## src/rtl/core/crpp_pkg.sv

```systemverilog
`default_nettype none
package crpp_pkg;
    localparam int MAX_POINTS_DEF  = 64;
    localparam int COORD_WIDTH_DEF = 32;
    localparam int PROG_W = 18;
    localparam int T_W    = 17;

    localparam logic [1:0] CMD_CLEAR  = 2'd0;
    localparam logic [1:0] CMD_APPEND = 2'd1;
    localparam logic [1:0] CMD_QUERY  = 2'd2;
    localparam logic [1:0] CMD_RSVD   = 2'd3;

    localparam logic [1:0] ST_VALID = 2'd0;
    localparam logic [1:0] ST_FEW   = 2'd1;
    localparam logic [1:0] ST_DONE  = 2'd2;
    localparam logic [1:0] ST_FULL  = 2'd3;

    localparam logic [T_W-1:0] ONE_Q16 = 17'h10000;
endpackage
`default_nettype wire

```

## src/rtl/core/crpp_axis.sv

```systemverilog
`default_nettype none
// One axis: coefficients, three Horner steps, one each step-high cycle.
module crpp_axis #(
    parameter int CW = crpp_pkg::COORD_WIDTH_DEF
) (
    input  wire logic                       clk,
    input  wire logic                       load,
    input  wire logic                       step,
    input  wire logic signed [CW-1:0]       p0,
    input  wire logic signed [CW-1:0]       p1,
    input  wire logic signed [CW-1:0]       p2,
    input  wire logic signed [CW-1:0]       p3,
    input  wire logic [crpp_pkg::T_W-1:0]   t,
    input  wire logic [1:0]                 sel,
    output logic signed [CW-1:0]            pos
);
    // coefficients need CW+4 bits; accumulator a few more for t up to 1
    localparam int CWC = CW + 4;
    localparam int AW  = CW + 6;
    localparam int PW  = AW + crpp_pkg::T_W + 1;

    logic signed [CWC-1:0] c0_reg, c1_reg, c2_reg;
    logic signed [AW-1:0]  a_reg, a_next;
    logic signed [CWC-1:0] e0, e1, e2, e3, cadd;
    logic signed [PW-1:0]  prod;
    logic signed [AW:0]    r;
    logic signed [AW-1:0]  hi, lo;

    assign e0 = CWC'(p0);
    assign e1 = CWC'(p1);
    assign e2 = CWC'(p2);
    assign e3 = CWC'(p3);

    always_comb
    begin
        case (sel)
            2'd0:    cadd = c2_reg;
            2'd1:    cadd = c1_reg;
            default: cadd = c0_reg;
        endcase
        prod   = PW'(a_reg) * $signed({1'b0, t});
        a_next = AW'(prod >>> 16) + AW'(cadd);
    end

    always_ff @(posedge clk)
    begin
        if (load)
        begin
            c0_reg <= e1 <<< 1;
            c1_reg <= e2 - e0;
            c2_reg <= (e0 <<< 1) - (e1 <<< 2) - e1 + (e2 <<< 2) - e3;
            a_reg  <= AW'(-e0 + (e1 <<< 1) + e1 - (e2 <<< 1) - e2 + e3);
        end
        else if (step)
            a_reg <= a_next;
    end

    assign hi = AW'({1'b0, {(CW-1){1'b1}}});
    assign lo = -hi - AW'(1);
    always_comb
    begin
        r = ($signed({a_reg[AW-1], a_reg}) + (AW+1)'(1)) >>> 1;
        if (r > (AW+1)'(hi))
            pos = hi[CW-1:0];
        else if (r < (AW+1)'(lo))
            pos = lo[CW-1:0];
        else
            pos = r[CW-1:0];
    end
endmodule
`default_nettype wire

```

## config.mk

```make
export PLATFORM = sky130hd
export DESIGN_NAME = crpp_axis
export DESIGN_NICKNAME = d
export VERILOG_FILES = /design/src/rtl/core/crpp_pkg.sv /design/src/rtl/core/crpp_axis.sv
export SDC_FILE = /design/constraint.sdc
export NUM_CORES = 2
export LEC_CHECK = 0
export BUFFER_PORTS_ARGS = -buffer_cell sky130_fd_sc_hd__buf_4
export CAP_MARGIN = 20
export CORE_AREA = 10 10 257 259
export DETAILED_ROUTE_END_ITERATION = 7
export DIE_AREA = 0 0 267 269
export HOLD_SLACK_MARGIN = 0.12
export PLACE_DENSITY_LB_ADDON = 0.2
export SLEW_MARGIN = 20
export SYNTH_ARGS = -nofsm -noshare
export SYNTH_HDL_FRONTEND = slang
export SYNTH_SLANG_ARGS = --single-unit
```

## constraint.sdc

```tcl
create_clock -name clk -period 30.8 [get_ports clk]
set_clock_uncertainty 0.05 [all_clocks]
set_input_delay 6.16 -clock clk [delete_from_list [all_inputs] [get_ports clk]]
set_output_delay 6.16 -clock clk [all_outputs]
set_load 0.01 [all_outputs]
```

# After elaboration in Yosys (flattened, before gate mapping)
# Cells that the tools add are included.
# word_totals
ff_bits,142
in_bits,150
output_inout_bits,32
wordCells,28
# op_classes
add_sub_neg,13
mul,1
n_lt_le_gt_ge,2
n_eq_ne,1
n_mux,5
n_reduce_logical,2
# op_table
operator,n
$add A38 B32 Y38,2
$mux W38,2
$pmux W36 S2,1
$mux W32,2
$mul A38 B18 Y54,1
$add A38 B2 Y39 const B,1
$add A38 B33 Y38,1
$add A38 B36 Y38,1
$gt A38 B32 Y1 const B,1
$lt A38 B32 Y1 const B,1
$neg A32 Y38,1
$sub A38 B32 Y38,1
$sub A38 B33 Y38,1
$add A36 B34 Y36,1
$sub A35 B32 Y36,1
$sub A36 B32 Y36,1
$sub A33 B34 Y35,1
$sub A32 B32 Y33,1
$eq A2 B1 Y1 const B,1
$logic_not A2 Y1,1
$reduce_bool A2 Y1,1

# Depth between registers and ports, before layout
# depth
depth_word,7
mapped_depth,39
mapped_depth_nobuf,37

# Least setup slack after synthesis
# No wires, ideal clock.
# synth_path
path_kind,input-to-reg
startpoint,in t[3] (netlist bit)
endpoint,reg a_reg[37] (data pin)
setup_ps,272
arrival_ps,14436
required_ps,30478
setup_slack_ps,16043
stages,36
path_buffers,2
cell_sequence,clkbuf_1 clkbuf_1 nand2_1 fa_1 fa_1 fa_1 fa_1 inv_1 fa_1 inv_1 fa_1 inv_1 ha_1 nand4_1 a211oi_1 a221oi_2 a21oi_1 a21oi_1 o21bai_1 a21o_1 a21oi_2 o21bai_1 a311oi_1 xnor2_1 ha_1 a21o_1 a22oi_1 o21ai_2 o311a_1 o21a_1 o311a_1 a311oi_1 o21bai_1 xnor2_2 xnor2_1 mux2i_1
# synth_between
elab_chain_cells,4
# synth_rtl
element,line,text
from (decl),crpp_axis.sv:13,"input wire logic [crpp_pkg::T_W-1:0] t,"
$mul A38 B18 Y54,crpp_axis.sv:41,"prod = PW'(a_reg) * $signed({1'b0, t});"
$add A38 B36 Y38,crpp_axis.sv:42,a_next = AW'(prod >>> 16) + AW'(cadd);
$mux W38,crpp_axis.sv:54,else if (step)
$mux W38,crpp_axis.sv:47,if (load)
to (signal assigned),crpp_axis.sv:52,a_reg <= AW'(-e0 + (e1 <<< 1) + e1 - (e2 <<< 1) - e2 + e3);
to (signal assigned),crpp_axis.sv:55,a_reg <= a_next;
to (decl),crpp_axis.sv:23,"logic signed [AW-1:0] a_reg, a_next;"
# No other way between the ends. The select of a mux whose other input is x is not followed.
# A chain may end at the register's enable or synchronous reset.

# Final worst setup path
# layout_path
startpoint,in t[9] (netlist bit)
endpoint,reg a_reg[36] (data pin)
# The elaborated chain is that of the path after synthesis.

==> flow_summary.toml <==
[outcome]
status = "completed"

[die]
core_area_um2 = 61030
start_util_pct = 63.33
ios = 182
die_area_um2 = 71820
fp-row-count = 91
dieHeight_um = 269
fp.dieW_um = 267

[global_route]
antenna_found_initial = 1
grt_max_degree = 110
grt_pass1_vias = 30420
overflow = 0
grt_util_all_layers_pct = 28.29
grt_pass1_wl_um = 159500

[run]
drv_cap = 0

[timing]
fmax_mhz = 65.16
max_slew_margin_pct = 25.69
drv_slew = 0
tightest_slew_ns = 1.115
setup_viol = 0
period_needed_ns = 15.35
timing.final.hold_violations = 0
rsz0062_at_grt = "false"
period_share_pct = 49.83
holdWs_ns = 0.7967
setup_tns_ns = 0

[cells_and_area]
final.fill_count = 4950
multi_input_area_um2 = 30430
n_antenna_cell = 0
fin_area_um2 = 41080
areaGrowthSynthToFinish_pct = 6.296
drive_gt1_share_pct = 6.010
largest_register_ffs = 38
finish.cell_count_without_fillers = 5000
layout_common_cells = "inv_1, fa_1, nand2_1"
final_common_cell = "inv_1"
seq_area_um2 = 4174
nets = 5443

[clock_tree]
numCtsBuffers = 17
clk_path_buf_depth = 2
cts.repair.resized = 0
clock_latency_ns = 0.45
root_buffer = "clkbuf_16"
clock_sinks = 139
cts_tree = "done"
htree_levels = 4
hold_buffers = 0
postCtsSetupRepairBufs = 0
path_clk_slew_ns = 0.07

[detailed_routing]
avgViaCountPerCell = 5.707
num_vias = 28540
wl_per_cell_um = 19.54
drc_errors = 0
wl_um = 97700
drt_iter0_drc = 2203
ant_nets = 0
drt-pass1-iter-count = 8

[place]
dpl_cell_area_um2 = 40500
place_inst = 4968
io_buffers = 181
hpwl_um = 77180
place_congestion = 0.9466

[critical_path]
critPathCaptureType = "flip-flop"
startpoint_type = "input port"
critPathMostFrequentCell = "fa_1"
required_ns = 30.96
critPathKind = "input port to flip-flop"
crit_fanout = 38
crit_path_max_incr_delay_ns = 0.57
worstPathArrival_ns = 15.51
cp_slowest_cell = "fa_1"

[synthesis]
async_flop_share_pct = 0
ys.flop_type = "edfxtp_1"
synth_cells = 4149
seq_area_frac_synth_pct = 10.80
yosysWarnings = 0
syn_area_um2 = 38650
synth_cell_type_count = 74
syn_avg_cell_area_um2 = 9.316
synth_edf_count = 139
syn_nets = 5395
synth-seq-cells = 139

[min_path]
hp-class = "flip-flop to flip-flop"
## area by class of cell
cell class	instances	area share [%]
clock inverters	15	0.3624
inverters	907	8.287
well taps	790	2.406
multi-input cells	2931	74.07
clock buffers	17	1.035
flip-flops and latches	139	10.16
repair buffers	201	3.682
## cell usage after synthesis, types with 43 or more instances
master	n	area, um2
nand3_1	43	215.2
xor2_1	77	674.4
a21o_1	71	533.0
inv_1	907	3405
nand2_1	516	1937
xnor2_1	123	1077
and2_1	256	1602
a21oi_1	145	725.7
clkbuf_1	147	551.8
fa_1	826	16540
nor2_1	107	401.6
ha_1	270	3378
edfxtp_1	139	4174
o21ai_0	152	760.7
## metal layers
layer  vias to the layer above  GRT usage [%]  routed length, um
met1                     14420          38.46              40520
met5                         -              0                  0
met4                         0          8.061               2688
met3                       180          4.960               7871
li1                      12790              -                  -
met2                      1148          46.27              46620
## per-stage QoR
stage / utilization, % / worst slack [ns]
detailed placement: 66.37 / 15.14
CTS: 67.31 / 15.59
floorplan: - / 16.04
global placement: 66.37 / 15.30
global route: 67.32 / 14.98
finish: 67.32 / 15.45
## worst paths after layout
| check | slack [ns] | endpoint | cells past startpoint | start |
|---|---|---|---|---|
| max reg2reg | 20.65 | a_reg[36] | 34 | a_reg[10] |
| min reg2reg | 0.80 | a_reg[0] | 4 | c2_reg[0] |
| min | 0.80 | a_reg[0] | 4 | c2_reg[0] |
| max | 15.45 | a_reg[36] | 37 | t[9] |
## critical path, delay by kind of cell
kind | cells | cell delay [ns]
adder cells (fa/ha/maj) | 8 | 3.77
AND/OR/NAND/NOR | 6 | 0.89
multiplexers | 1 | 0.12
XOR/XNOR | 1 | 0.12
buffers and inverters | 6 | 0.71
AO/OA/AOI/OAI | 15 | 3.67
## cells by family after synthesis
| kind of cell | share of synthesized area (%) |
|---|---|
| adder cells (fa/ha/maj) | 51.52 |
| XOR/XNOR | 4.574 |
| flip-flops | 10.80 |
| multiplexers | 1.071 |
| buffers and inverters | 10.50 |
| AO/OA/AOI/OAI | 8.494 |
| AND/OR/NAND/NOR | 13.04 |
Power is not shown: default switching activity piles up to over one toggle a cycle in this logic, so the estimate is an artifact.
